--- src/hdl/ifb_pkg.sv ---
// ----------------------------------------------------------------------------
// ifb_pkg
// Shared types and constants of the information frame builder.
// ----------------------------------------------------------------------------
package ifb_pkg;

    localparam int QDEPTH = 4;
    localparam int QAW    = $clog2(QDEPTH);
    localparam int PAW    = 5;

    typedef enum logic [2:0] {
        REG_FLAG   = 3'd0,
        REG_ESC    = 3'd1,
        REG_FCODE  = 3'd2,
        REG_ECODE  = 3'd3,
        REG_ADDR   = 3'd4,
        REG_CEVEN  = 3'd5,
        REG_CODD   = 3'd6
    } t_reg_idx;

    typedef struct packed {
        logic [7:0] flag_byte;
        logic [7:0] escape_byte;
        logic [7:0] flag_code;
        logic [7:0] escape_code;
        logic [7:0] frame_address;
        logic [7:0] control_even;
        logic [7:0] control_odd;
    } t_cfg;

    typedef struct packed {
        logic [7:0] data;
        logic [7:0] check;
        logic       first;
        logic       seq;
        logic       last;
    } t_desc;

    typedef struct packed {
        logic full;
        logic empty;
    } t_qstat;

endpackage

--- src/hdl/info_frame_builder_top.sv ---
// ----------------------------------------------------------------------------
// info_frame_builder_top
// Byte-stuffing framer for information frames with an APB register port.
// ----------------------------------------------------------------------------
// Each pushed payload byte yields one to nine line bytes, taken from the
// output register one per cycle while pop is held: the first byte of a
// frame adds flag, address, control and header check; a flag or escape
// byte in the payload or check is sent as an escape pair; the last byte
// adds the check and the closing flag. The back sequencer loads one line
// byte per cycle while the queue holds a request and the output register
// is free or popped; a four-entry queue lets pushes continue while the
// sequencer works through earlier requests.
module info_frame_builder_top
    import ifb_pkg::*;
(
    input  logic           i_clk,
    input  logic           i_rst_n,
    input  logic           push,
    output logic           full,
    input  logic [7:0]     i_payload_byte,
    input  logic           i_seq_bit,
    input  logic           i_last_byte,
    output logic           empty,
    input  logic           pop,
    output logic [7:0]     o_line_byte,
    output logic           o_last_of_item,
    output logic           o_frame_end,
    input  logic           psel,
    input  logic           penable,
    input  logic           pwrite,
    input  logic [PAW-1:0] paddr,
    input  logic [31:0]    pwdata,
    output logic [31:0]    prdata,
    output logic           pready
);

    t_cfg     r_cfg;
    t_qstat   qstat;
    t_desc    enq_desc;
    t_desc    head;
    logic     enq;
    logic     deq;
    logic     wr_en;
    t_reg_idx idx;
    logic [7:0] rd_byte;

    assign pready = 1'b1;
    assign wr_en  = psel && penable && pwrite;
    assign idx    = t_reg_idx'(paddr[PAW-1:2]);

    always_ff @(posedge i_clk) begin
        if (!i_rst_n) begin
            r_cfg.flag_byte     <= 8'd126;
            r_cfg.escape_byte   <= 8'd125;
            r_cfg.flag_code     <= 8'd94;
            r_cfg.escape_code   <= 8'd93;
            r_cfg.frame_address <= 8'd3;
            r_cfg.control_even  <= 8'd0;
            r_cfg.control_odd   <= 8'd64;
        end else if (wr_en) begin
            case (idx)
                REG_FLAG:  r_cfg.flag_byte     <= pwdata[7:0];
                REG_ESC:   r_cfg.escape_byte   <= pwdata[7:0];
                REG_FCODE: r_cfg.flag_code     <= pwdata[7:0];
                REG_ECODE: r_cfg.escape_code   <= pwdata[7:0];
                REG_ADDR:  r_cfg.frame_address <= pwdata[7:0];
                REG_CEVEN: r_cfg.control_even  <= pwdata[7:0];
                REG_CODD:  r_cfg.control_odd   <= pwdata[7:0];
                default: begin
                end
            endcase
        end
    end

    always_comb begin
        case (idx)
            REG_FLAG:  rd_byte = r_cfg.flag_byte;
            REG_ESC:   rd_byte = r_cfg.escape_byte;
            REG_FCODE: rd_byte = r_cfg.flag_code;
            REG_ECODE: rd_byte = r_cfg.escape_code;
            REG_ADDR:  rd_byte = r_cfg.frame_address;
            REG_CEVEN: rd_byte = r_cfg.control_even;
            REG_CODD:  rd_byte = r_cfg.control_odd;
            default:   rd_byte = 8'd0;
        endcase
    end

    assign prdata = {24'd0, rd_byte};
    assign full   = qstat.full;

    ifb_front u_front (
        .i_clk          (i_clk),
        .i_rst_n        (i_rst_n),
        .i_push         (push),
        .i_payload_byte (i_payload_byte),
        .i_seq_bit      (i_seq_bit),
        .i_last_byte    (i_last_byte),
        .i_qstat        (qstat),
        .o_enq          (enq),
        .o_desc         (enq_desc)
    );

    ifb_queue u_queue (
        .i_clk   (i_clk),
        .i_rst_n (i_rst_n),
        .i_enq   (enq),
        .i_desc  (enq_desc),
        .i_deq   (deq),
        .o_head  (head),
        .o_qstat (qstat)
    );

    ifb_back u_back (
        .i_clk          (i_clk),
        .i_rst_n        (i_rst_n),
        .i_cfg          (r_cfg),
        .i_head         (head),
        .i_qstat        (qstat),
        .o_deq          (deq),
        .i_pop          (pop),
        .o_empty        (empty),
        .o_line_byte    (o_line_byte),
        .o_last_of_item (o_last_of_item),
        .o_frame_end    (o_frame_end)
    );

endmodule

--- src/hdl/ifb_front.sv ---
// ----------------------------------------------------------------------------
// ifb_front
// Accepts payload requests, tracks frame state and running XOR check, and
// hands a descriptor of each request to the queue.
// ----------------------------------------------------------------------------
module ifb_front
    import ifb_pkg::*;
(
    input  logic       i_clk,
    input  logic       i_rst_n,
    input  logic       i_push,
    input  logic [7:0] i_payload_byte,
    input  logic       i_seq_bit,
    input  logic       i_last_byte,
    input  t_qstat     i_qstat,
    output logic       o_enq,
    output t_desc      o_desc
);

    logic       r_in_frame;
    logic [7:0] r_check;
    logic       n_in_frame;
    logic [7:0] n_check;
    logic [7:0] chk;

    assign o_enq = i_push && !i_qstat.full;
    assign chk   = r_in_frame ? (r_check ^ i_payload_byte) : i_payload_byte;

    always_comb begin
        n_in_frame = r_in_frame;
        n_check    = r_check;
        if (o_enq) begin
            n_in_frame = !i_last_byte;
            n_check    = i_last_byte ? 8'd0 : chk;
        end
    end

    assign o_desc.data  = i_payload_byte;
    assign o_desc.check = chk;
    assign o_desc.first = !r_in_frame;
    assign o_desc.seq   = i_seq_bit;
    assign o_desc.last  = i_last_byte;

    always_ff @(posedge i_clk) begin
        if (!i_rst_n) begin
            r_in_frame <= 1'b0;
            r_check    <= 8'd0;
        end else begin
            r_in_frame <= n_in_frame;
            r_check    <= n_check;
        end
    end

endmodule

--- src/hdl/ifb_queue.sv ---
// ----------------------------------------------------------------------------
// ifb_queue
// Short descriptor queue between the front and back parts.
// ----------------------------------------------------------------------------
module ifb_queue
    import ifb_pkg::*;
(
    input  logic   i_clk,
    input  logic   i_rst_n,
    input  logic   i_enq,
    input  t_desc  i_desc,
    input  logic   i_deq,
    output t_desc  o_head,
    output t_qstat o_qstat
);

    t_desc            r_mem [QDEPTH];
    logic [QAW-1:0]   r_wr;
    logic [QAW-1:0]   r_rd;
    logic [QAW:0]     r_cnt;
    logic [QAW:0]     n_cnt;

    assign o_head        = r_mem[r_rd];
    assign o_qstat.full  = (r_cnt == (QAW+1)'(QDEPTH));
    assign o_qstat.empty = (r_cnt == '0);

    always_comb begin
        n_cnt = r_cnt;
        if (i_enq && !i_deq) begin
            n_cnt = r_cnt + 1'b1;
        end else if (!i_enq && i_deq) begin
            n_cnt = r_cnt - 1'b1;
        end
    end

    always_ff @(posedge i_clk) begin
        if (i_enq) begin
            r_mem[r_wr] <= i_desc;
        end
    end

    always_ff @(posedge i_clk) begin
        if (!i_rst_n) begin
            r_wr  <= '0;
            r_rd  <= '0;
            r_cnt <= '0;
        end else begin
            if (i_enq) begin
                r_wr <= r_wr + 1'b1;
            end
            if (i_deq) begin
                r_rd <= r_rd + 1'b1;
            end
            r_cnt <= n_cnt;
        end
    end

endmodule

--- src/hdl/ifb_back.sv ---
// ----------------------------------------------------------------------------
// ifb_back
// Walks each descriptor through header (first byte only), stuffed payload, stuffed check and
// closing flag (last byte only), one line byte per unstalled cycle into the output register.
// ----------------------------------------------------------------------------
module ifb_back
    import ifb_pkg::*;
(
    input  logic       i_clk,
    input  logic       i_rst_n,
    input  t_cfg       i_cfg,
    input  t_desc      i_head,
    input  t_qstat     i_qstat,
    output logic       o_deq,
    input  logic       i_pop,
    output logic       o_empty,
    output logic [7:0] o_line_byte,
    output logic       o_last_of_item,
    output logic       o_frame_end
);

    typedef enum logic [8:0] {
        S_FLAG  = 9'b000000001,
        S_ADDR  = 9'b000000010,
        S_CTRL  = 9'b000000100,
        S_HCHK  = 9'b000001000,
        S_DATA  = 9'b000010000,
        S_DATA2 = 9'b000100000,
        S_CHK   = 9'b001000000,
        S_CHK2  = 9'b010000000,
        S_END   = 9'b100000000
    } t_step;

    t_step      r_step;
    logic       r_busy;
    logic       r_valid;
    logic [7:0] r_byte;
    logic       r_last;
    logic       r_end;

    t_step      eff;
    t_step      nxt;
    logic [7:0] sel_byte;
    logic       done;
    logic       fend;
    logic       load;
    logic [7:0] ctrl;
    logic       stuff_d;
    logic       stuff_c;
    logic [7:0] code_d;
    logic [7:0] code_c;

    assign ctrl    = i_head.seq ? i_cfg.control_odd : i_cfg.control_even;
    assign stuff_d = (i_head.data == i_cfg.flag_byte) || (i_head.data == i_cfg.escape_byte);
    assign stuff_c = (i_head.check == i_cfg.flag_byte) ||
                     (i_head.check == i_cfg.escape_byte);
    assign code_d  = (i_head.data == i_cfg.flag_byte) ? i_cfg.flag_code : i_cfg.escape_code;
    assign code_c  = (i_head.check == i_cfg.flag_byte) ? i_cfg.flag_code : i_cfg.escape_code;

    assign eff  = r_busy ? r_step : (i_head.first ? S_FLAG : S_DATA);
    assign load = !i_qstat.empty && (!r_valid || i_pop);

    always_comb begin
        sel_byte = i_cfg.flag_byte;
        nxt      = S_FLAG;
        done     = 1'b0;
        fend     = 1'b0;
        case (eff)
            S_FLAG: begin
                sel_byte = i_cfg.flag_byte;
                nxt      = S_ADDR;
            end
            S_ADDR: begin
                sel_byte = i_cfg.frame_address;
                nxt      = S_CTRL;
            end
            S_CTRL: begin
                sel_byte = ctrl;
                nxt      = S_HCHK;
            end
            S_HCHK: begin
                sel_byte = i_cfg.frame_address ^ ctrl;
                nxt      = S_DATA;
            end
            S_DATA: begin
                sel_byte = stuff_d ? i_cfg.escape_byte : i_head.data;
                if (stuff_d) begin
                    nxt = S_DATA2;
                end else if (i_head.last) begin
                    nxt = S_CHK;
                end else begin
                    done = 1'b1;
                end
            end
            S_DATA2: begin
                sel_byte = code_d;
                if (i_head.last) begin
                    nxt = S_CHK;
                end else begin
                    done = 1'b1;
                end
            end
            S_CHK: begin
                sel_byte = stuff_c ? i_cfg.escape_byte : i_head.check;
                nxt      = stuff_c ? S_CHK2 : S_END;
            end
            S_CHK2: begin
                sel_byte = code_c;
                nxt      = S_END;
            end
            S_END: begin
                sel_byte = i_cfg.flag_byte;
                done     = 1'b1;
                fend     = 1'b1;
            end
            default: begin
                sel_byte = i_cfg.flag_byte;
                nxt      = S_FLAG;
            end
        endcase
    end

    assign o_deq = load && done;

    always_ff @(posedge i_clk) begin
        if (load) begin
            r_byte <= sel_byte;
            r_last <= done;
            r_end  <= fend;
        end
    end

    always_ff @(posedge i_clk) begin
        if (!i_rst_n) begin
            r_valid <= 1'b0;
            r_busy  <= 1'b0;
            r_step  <= S_FLAG;
        end else if (load) begin
            r_valid <= 1'b1;
            r_busy  <= !done;
            r_step  <= nxt;
        end else if (i_pop) begin
            r_valid <= 1'b0;
        end
    end

    assign o_empty        = !r_valid;
    assign o_line_byte    = r_byte;
    assign o_last_of_item = r_last;
    assign o_frame_end    = r_end;

endmodule

--- config.mk ---
export PLATFORM = sky130hd
export DESIGN_NAME = info_frame_builder_top
export DESIGN_NICKNAME = d
export VERILOG_FILES = /design/src/hdl/ifb_pkg.sv /design/src/hdl/info_frame_builder_top.sv /design/src/hdl/ifb_front.sv /design/src/hdl/ifb_queue.sv /design/src/hdl/ifb_back.sv
export SDC_FILE = /design/constraint.sdc
export NUM_CORES = 1
export LEC_CHECK = 0
export ABC_CLOCK_PERIOD_IN_PS = 4150
export BUFFER_PORTS_ARGS = -buffer_cell sky130_fd_sc_hd__buf_2
export CORE_MARGIN = 8
export CORE_UTILIZATION = 59
export CTS_CLUSTER_DIAMETER = 100
export CTS_CLUSTER_SIZE = 14
export DETAILED_ROUTE_END_ITERATION = 8
export PLACE_DENSITY = 0.8
export RECOVER_POWER = 50
export SLEW_MARGIN = 25
export SYNTH_ARGS = -nofsm -noshare
export SYNTH_HDL_FRONTEND = slang
export SYNTH_SLANG_ARGS = --single-unit
--- constraint.sdc ---
create_clock -name i_clk -period 4.15 [get_ports i_clk]
set_clock_uncertainty 0.05 [all_clocks]
set_input_delay 0.2075 -clock i_clk [delete_from_list [all_inputs] [get_ports i_clk]]
set_output_delay 0.2075 -clock i_clk [all_outputs]
set_load 0.05 [all_outputs]
## Word-level counts from Yosys, hierarchy flattened

Memory sizes are Yosys's and may differ from the RTL's. A register that Yosys moved wholly into a read port is not among the register bits.
Index checks and enable logic that the tools add are counted.
Widths: inputs -> output; s select.

- Bits in writable memories: 76
- Memories kept: 1
- Register bits: 93

Memory list:

| memory | depth | bits a word | read ports | clocked after memory_dff | write ports | line | RTL |
|---|---|---|---|---|---|---|---|
| u_queue.r_mem | 4 | 19 | 1 | 1 | 1 | ifb_queue.sv:17 | `t_desc r_mem [QDEPTH];` |

- Eq/ne operators: 20
- Bitwise gates (word level): 2
- $add $sub $neg: 4
- Mux-type cells: 27
- Reduce and logical (&&, ||, !) cells: 29

Operator list:

| operator | count |
|---|---|
| $pmux 8 s7 | 2 |
| $pmux 9 s8 | 1 |
| $mux 8 | 7 |
| $eq 8x8->1 | 4 |
| $mux 9 | 3 |
| $xor 8x8->8 | 2 |
| $reduce_and 2->1 | 7 |
| $eq 3x3->1 const B | 4 |
| $eq 9x1->1 const B | 1 |
| $eq 9x2->1 const B | 1 |
| $eq 9x3->1 const B | 1 |
| $eq 9x4->1 const B | 1 |
| $eq 9x5->1 const B | 1 |
| $eq 9x6->1 const B | 1 |
| $eq 9x7->1 const B | 1 |
| $eq 9x8->1 const B | 1 |
| $eq 9x9->1 const B | 1 |
| $logic_not 1->1 | 8 |
| $logic_and 1x1->1 | 7 |
| $mux 1 | 7 |
| $mux 7 | 1 |
| $eq 3x2->1 const B | 2 |
| $logic_not 3->1 | 2 |
| $mux 3 | 2 |
| other kinds (9) | 14 |

## Longest topological paths before layout

Gate-level depths: netlist of the first run.

- Word-level depth: 8
- Gate-level depth with buffers: 14
- Depth with buffers taken out: 12

## Hierarchy

A second synthesis of the first run with hierarchy kept.

- Cell total of the unflattened synthesis: 783
- Area total of the unflattened synthesis: 9028.7 um^2

By module, submodules not included:

| module | cells each | instances | sequential area each (um^2) | area each (um^2) |
|---|---|---|---|---|
| ifb_queue | 142 | 1 | 2462.4 | 3230.6 |
| info_frame_builder_top | 318 | 1 | 1121.1 | 3006.6 |
| ifb_back | 270 | 1 | 520.5 | 2285.9 |
| ifb_front | 53 | 1 | 180.2 | 505.5 |

## Least setup slack after synthesis of the first run

Ideal clock, no wire load.

- Path kind: flip-flop to flip-flop
- From: register u_queue.r_cnt[0]
- To: register u_queue.r_cnt[2]
- Library setup time: 70 ps
- Stages on the path, launching flop included: 12
- Data required time: 4030 ps
- Data arrival time: 3440 ps
- Path slack: 589 ps
- Clock period less this slack: 3561 ps
- Path through: dfxtp_1 nor3b_1 nand2b_1 clkbuf_1 clkinv_1 clkbuf_1 ha_1 inv_1 fa_1 xor2_1 or3_1 a21oi_1

RTL lines:

| item | line | RTL |
|---|---|---|
| from (decl) | ifb_queue.sv:20 | `logic [QAW:0] r_cnt;` |
| from (signal assigned) | ifb_queue.sv:54 | `r_cnt <= n_cnt;` |
| $eq 3x3->1 (*) | ifb_queue.sv:24 | `assign o_qstat.full = (r_cnt == (QAW+1)'(QDEPTH));` |
| net full | info_frame_builder_top.sv:19 | `output logic full,` |
| $logic_not 1->1 (*) | ifb_front.sv:26 | `assign o_enq = i_push && !i_qstat.full;` |
| $logic_and 1x1->1 (*) | ifb_front.sv:26 |  |
| net enq | info_frame_builder_top.sv:41 | `logic enq;` |
| $logic_not 1->1 | ifb_queue.sv:31 | `end else if (!i_enq && i_deq) begin` |
| $logic_and 1x1->1 | ifb_queue.sv:31 |  |
| $reduce_bool 2->1 (no line) | -- |  |

The timed path passes the listed nets; every way through them passes the cells marked *. The select of a mux whose other input is x is not followed.
A chain may end at the register's enable or synchronous reset.

==> reports/results.ini, run 1 <==
[finish]
fill_cells=1089
antenna_cells=0
final_layout_size_suffix_gt1_frac=0.129
seq_area_mm2=0.00428
syn_to_final_growth_pct=11.1
fin_util=0.661
nNetsFinal=906
multi_input_area_mm2=0.00393

[synthesis]
synth_edf_count=86
synthTopCellsByArea=edfxtp_1 30%, dfxtp_1 20%, mux2i_1 6.0%, mux4_2 5.5%, nand2_1 5.1%
yosys.area.top_type=edfxtp_1
yosysMostFrequentCell=nand2_1
ys_warn_count=0
async_reset_ff_frac=0
synthesis.area_mm2=0.00855
synth-seq-cells=171
synth_xor_area_frac=0.0478
synth_fa_ha_area_frac=0.00966
ys_seq_area_frac=0.501
ys_types=66
synth_simple_gate_area_frac=0.154
synthMuxAreaShare=0.131
synth-compound-area-share=0.104
syn_inst=805
synth_top_family_by_area=simple AND/OR/NAND/NOR gates
synthTopCellsByCount=116 x nand2_1, 86 x edfxtp_1, 85 x dfxtp_1
synth_area_per_cell_um2=10.6
dominantRegCellSynth=edfxtp_1
synth_top_area_share=0.302

[clock_tree]
cts_buffers=17
clock_latency_ns=0.44
h-tree-depth=4
root_buffer=clkbuf_16
clkSlewWorstSetupHoldPaths_ns=0.07
tritoncts=built
clock_sinks=171
clk_path_buf_depth=2

[die]
die_width_um=136
dieArea_mm2=0.0186
dieHeight_um=136
core-area_mm2=0.0144
row_count=44
io_pins=99
initial_core_util=0.595

[placement]
io_buffer_count=47
gp_congestion=0.948
hpwlAfterDp_um=14600

[sta]
fin_crit_ns=3.83
slew_headroom=-0.655
fmax_mhz=261
worstMarginPinSlew_ns=2.45
setup_viol=0
finalSetupTns_ns=0
final-hold-violation-count=0
period_share=0.923
drv_slew=47
grt_setup_unrepaired=false

[detailed_routing]
drtIter0Drc=545
drc=0
vias=6353
wl_per_cell_um=19.8
drt_pass1_iterations=5
viasPerCell=6.09
drt-total-wl_um=20700
ant_nets=0

[worst_setup_path]
arrival_ns=4.11
reg2reg_to=u_queue.r_cnt[2]
slowest_stage=mux4_2
slowest_delay_ns=0.57
crit_end=u_queue.r_cnt[2]
reg2reg_depth=13
cp.depth=13
worstPathRequired_ns=4.43
end_kind=flop
critical_path_class=flop to flop
crit_chain=buf_12, mux4_2, xnor2_1, nand2_1, or4_4, and3_1, nor2_1, ha_1, inv_1, fa_1, xor2_1, or3_1, a21oi_1
r2r_slack_ns=0.32
path_delay_family=simple AND/OR/NAND/NOR gates
cp_max_fo=19
startpoint_type=flop
path_buf_inv=2

[outcome]
outcome=finished, violations left
failed_checks=max-capacitance violations, max-slew violations

[pwr]
finalPower_mw=5.09
peakVddDrop_v=0.000559
powerDensity_mw_per_mm2=536
p_leak_nw=3.44

[grt]
overflow=0
gr-usage-all-layers=0.229
grt_pass1_wl_um=32600
grt_pass1_vias=6413
grt_antenna_before_repair=0
grt_max_degree=38

[min_path]
hold_path_class=primary input to flop

[job]
max-cap-violations=2

## worst register-to-register path: cells and delay by family, from the launching register on
kind,cells,cell delay [ns]
compound gates,1,0.18
xor+xnor,2,0.36
fa+ha+maj,2,0.60
buf+inv,2,0.27
flops,1,0.35
mux,1,0.58
simple gates,5,1.32
## registers in the layout, indices dropped and copies added, names as in the netlist, named ones only
register               count
r_cfg                     56
u_back.o_frame_end         1
u_back.o_line_byte         8
u_queue.r_wr               2
u_front.r_check            8
u_back.r_step              9
u_front.r_in_frame         1
u_queue.r_mem             76
u_back.r_busy              1
u_queue.r_rd               2
u_back.o_last_of_item      1
u_back.r_valid             1
u_queue.r_cnt              3
## cell usage in the layout (no fill, tap or decap), drive strengths merged, types with 6 or more instances in the layout
cell type    Yosys  routed
conb             2      25
nand2          116     116
clkbuf          36      44
xnor2           42      42
inv             12      18
nand3b           8       8
o211ai           6       6
dfxtp           85      85
nand3           29      29
o221ai           7       7
and2            10      10
o21ai           29      29
nand2b           8       8
nor2            57      57
a21oi           41      41
nor2b            6       6
mux4            22      22
dlygate4sd3      0      10
a221o            8       8
edfxtp          86      86
buf             37      37
mux2            10      10
nor3b            6       6
nand4           11      11
mux2i           51      51
## cell type report
type	instances	share of cell area
tap	184	0.0242
inverter	14	0.00553
clock inverter	13	0.0141
timing repair buffer	72	0.0449
sequential	171	0.451
clock buffer	19	0.0466
multi-input combinational	570	0.414
## logic make-up after synthesis
logic type | Yosys count
adder cells (fa/ha/maj) | 6
multiplexers | 83
AND/OR/NAND/NOR | 278
flip-flops | 171
buffers and inverters | 87
XOR/XNOR | 45
other | 2
AO/OA/AOI/OAI | 133
## worst min path at each step
stage                start             endpoint  slack, ns  cells after the start
2_1_floorplan  i_last_byte   u_front.r_in_frame       0.25                      1
3_3_place_gp     i_seq_bit  u_queue.r_mem[2][1]       0.37                      1
3_5_place_dp     i_seq_bit  u_queue.r_mem[2][1]       0.39                      1
4_1_cts          pwdata[1]            r_cfg[25]       0.01                      3
5_1_grt          pwdata[1]            r_cfg[25]       0.03                      3
6_report         pwdata[1]            r_cfg[25]       0.03                      3
## repair_timing
action                    in CTS  in global routing
buffers inserted               0                  0
gates resized for setup        0                  0
hold buffers                  10                  0
hold endpoints to repair      37                  0
## through the flow
stage | setup WS (ns) | cell area, µm² | hold WS (ns) | std cells
final | 0.318 | 9500 | 0.0316 | 1043
after global routing | 0.115 | 9500 | 0.0344 | 1043
after CTS | 0.319 | 9550 | 0.00954 | 1043
after detailed placement | 0.352 | 8870 | 0.385 | 1001
after global placement | 0.532 | 8850 | 0.374 | 1001
after floorplan | 0.589 | 8640 | 0.253 | 828
## per-layer routing
metal,global-route usage,up-vias,part of all wire
li1,-,2961,-
met1,0.266,3041,0.40
met2,0.389,300,0.50
met3,0.0569,51,0.070
met4,0.109,0,0.027
met5,0,-,0
## report_power, final
| group | total (mW) | switching [mW] | internal [mW] |
|---|---|---|---|
| Sequential | 2.12 | 0.104 | 2.02 |
| Clock | 1.55 | 0.694 | 0.858 |
| Combinational | 1.42 | 0.959 | 0.460 |
Power figures use the tool's default switching activity.
==> inputs of run 2 (changes only) <==
- SYNTH_HIERARCHICAL: not set -> 1
==> reports/results.ini, run 2 <==
[die]
dieArea_mm2=0.0195  ; +4.9%
row_count=45  ; +2.3%
initial_core_util=0.598  ; +0.00325
io_pins=99  ; unchanged
dieHeight_um=140  ; +2.4%
die_width_um=140  ; +2.4%
core-area_mm2=0.0151  ; +5.0%

[synthesis]
synth_area_per_cell_um2=11.5  ; +8.6%
syn_inst=783  ; -2.7%
synthesis.area_mm2=0.00903  ; +5.6%
ys_warn_count=6  ; +6
synthTopCellsByArea=edfxtp_1 29%, dfxtp_1 19%, mux2i_1 6.5%, nand2_1 3.5%, xnor2_1 3.3%
yosysMostFrequentCell=edfxtp_1
synth-seq-cells=171  ; unchanged
dominantRegCellSynth=edfxtp_1
synth_edf_count=86  ; unchanged
ys_seq_area_frac=0.475  ; -0.0265
ys_types=83  ; +26%
yosys.area.top_type=edfxtp_1
synthTopCellsByCount=86 x edfxtp_1, 85 x dfxtp_1, 84 x nand2_1
async_reset_ff_frac=0  ; unchanged
synth_top_area_share=0.286  ; -0.0160

[sta]
setup_viol=0  ; unchanged
period_share=0.949  ; +0.0258
worstMarginPinSlew_ns=2.61  ; +0.160 ns
slew_headroom=-0.738  ; -0.0839
final-hold-violation-count=0  ; unchanged
fmax_mhz=254  ; -2.7%
grt_setup_unrepaired=false
fin_crit_ns=3.94  ; +0.107 ns
finalSetupTns_ns=0  ; unchanged
drv_slew=60  ; +28%

[grt]
overflow=0  ; unchanged
gr-usage-all-layers=0.226  ; -0.00267
grt_antenna_before_repair=1  ; +1
grt_pass1_wl_um=34500  ; +5.9%
grt_max_degree=60  ; +58%
grt_pass1_vias=6206  ; -3.2%

[clock_tree]
h-tree-depth=4  ; unchanged
cts_buffers=17  ; unchanged
clock_sinks=171  ; unchanged
tritoncts=built
clkSlewWorstSetupHoldPaths_ns=0.07  ; about the same
clk_path_buf_depth=2  ; unchanged
root_buffer=clkbuf_16
clock_latency_ns=0.44  ; about the same

[worst_setup_path]
arrival_ns=4.25  ; +0.14 ns
slowest_stage=mux4_1
slowest_delay_ns=0.66  ; +0.09 ns
cp_max_fo=19  ; unchanged
end_kind=flop
worstPathRequired_ns=4.46  ; +0.03 ns
startpoint_type=flop
critical_path_class=flop to flop
crit_chain=buf_12, mux4_1, xor2_1, nor4_1, a2bb2oi_2, a21oi_2, o21bai_1, and2_1, inv_1, ha_1, inv_1, fa_1, xor2_1, or3_1, a21boi_0

[finish]
seq_area_mm2=0.00428  ; unchanged
mostFrequentLayoutCell=edfxtp_1
syn_to_final_growth_pct=7.98
top_register=u_queue/r_mem
final_layout_size_suffix_gt1_frac=0.145  ; +0.0155
fill_cells=1179  ; +8.3%
final_cells=1017  ; -2.5%
nNetsFinal=876  ; -3.3%
antenna_cells=0  ; unchanged
layout_common_cells=86 x edfxtp_1, 85 x dfxtp_1, 84 x nand2_1, 59 x mux2i_1, 41 x nand3_1
largestRegisters=u_queue/r_mem x76, r_cfg x56, u_back/r_step x9
multi_input_area_mm2=0.00416  ; +6.0%
largest_reg_flops=76  ; unchanged

[placement]
io_buffer_count=47  ; unchanged
hpwlAfterDp_um=15400  ; +5.7%
gp_congestion=0.898  ; -5.3%
dp_cells=974  ; -2.7%

[job]
max-cap-violations=1  ; -1

[detailed_routing]
drt-total-wl_um=21600  ; +4.3%
wl_per_cell_um=21.2  ; +7.0%
vias=6311  ; -0.66%
viasPerCell=6.21  ; +1.9%
ant_nets=0  ; unchanged
drc=0  ; unchanged
drt_pass1_iterations=5  ; unchanged
drtIter0Drc=599  ; +9.9%

[pwr]
peakVddDrop_v=0.000394  ; -29%
finalPower_mw=5.10  ; +0.23%
p_leak_nw=3.44  ; about the same
powerDensity_mw_per_mm2=523  ; -2.4%

[outcome]
outcome=finished, violations left
failed_checks=max-capacitance violations, max-slew violations

[min_path]
hold_path_class=primary input to flop

run 2: per-layer routing:
metal	global-route usage	routed length (µm)
met2	0.369	10500
met3	0.0646	1600
met4	0.0903	562
met5	0	14
met1	0.278	8920
run 2: critical path: cells and delay by family (launching register included):
kind	cells	cell delay (ns)
adders and majority gates	2	0.56
and+or+nand+nor	3	0.90
xor gates and xnor gates	2	0.37
AOI/OAI and AO/OA	4	0.63
buffers and inverters	3	0.33
DFF	1	0.36
muxes	1	0.66
run 2: worst paths after layout:
kind / cells after the start / startpoint / slack (ns) / to
max: 15 / flop / 0.21 / u_queue/r_cnt[2]
min: 3 / pwdata[3] / 0.03 / r_cfg[27]
max reg2reg: 15 / flop / 0.21 / u_queue/r_cnt[2]
min reg2reg: 1 / u_front/r_check[0] / 0.43 / u_front/r_check[0]
run 2: cells by family after synthesis:
group	after synthesis	share of synthesized area
DFF	171	0.475
AOI/OAI and AO/OA	127	0.112
other	2	0.000832
xor gates and xnor gates	54	0.0532
buffers and inverters	107	0.0737
muxes	90	0.134
adders and majority gates	6	0.00915
and+or+nand+nor	226	0.143
run 2: final cells by class:
class / instances / area share
multi-input cells: 528 / 0.427
clock inverters: 14 / 0.0132
inverters: 31 / 0.0119
flip-flops and latches: 171 / 0.439
clock buffers: 18 / 0.0440
well taps: 188 / 0.0241
repair buffers: 67 / 0.0404
run 2: what timing repair did:
| item | in CTS | in global routing |
|---|---|---|
| hold buffers | 11 | 0 |
| resized for setup | 0 | 1 |
| buffers inserted | 0 | 0 |
| endpoints found under the hold margin | 41 | 0 |
| endpoints found under the setup margin | 0 | 1 |
run 2: stage by stage:
stage	hold WS [ns]	cell area (µm²)	util	setup slack, ns
floorplan	0.279	9110	-	0.541
global placement	0.371	9120	0.604	0.281
detailed placement	0.375	9120	0.604	0.168
CTS	0.00324	9780	0.648	0.153
global route	0.0143	9750	0.646	0.0438
finish	0.0307	9750	0.646	0.211
run 2: power by group:
group          internal, mW  total, mW  switching, mW
combinational         0.484       1.46          0.980
clock                 0.791       1.53          0.735
sequential             2.01       2.11          0.106
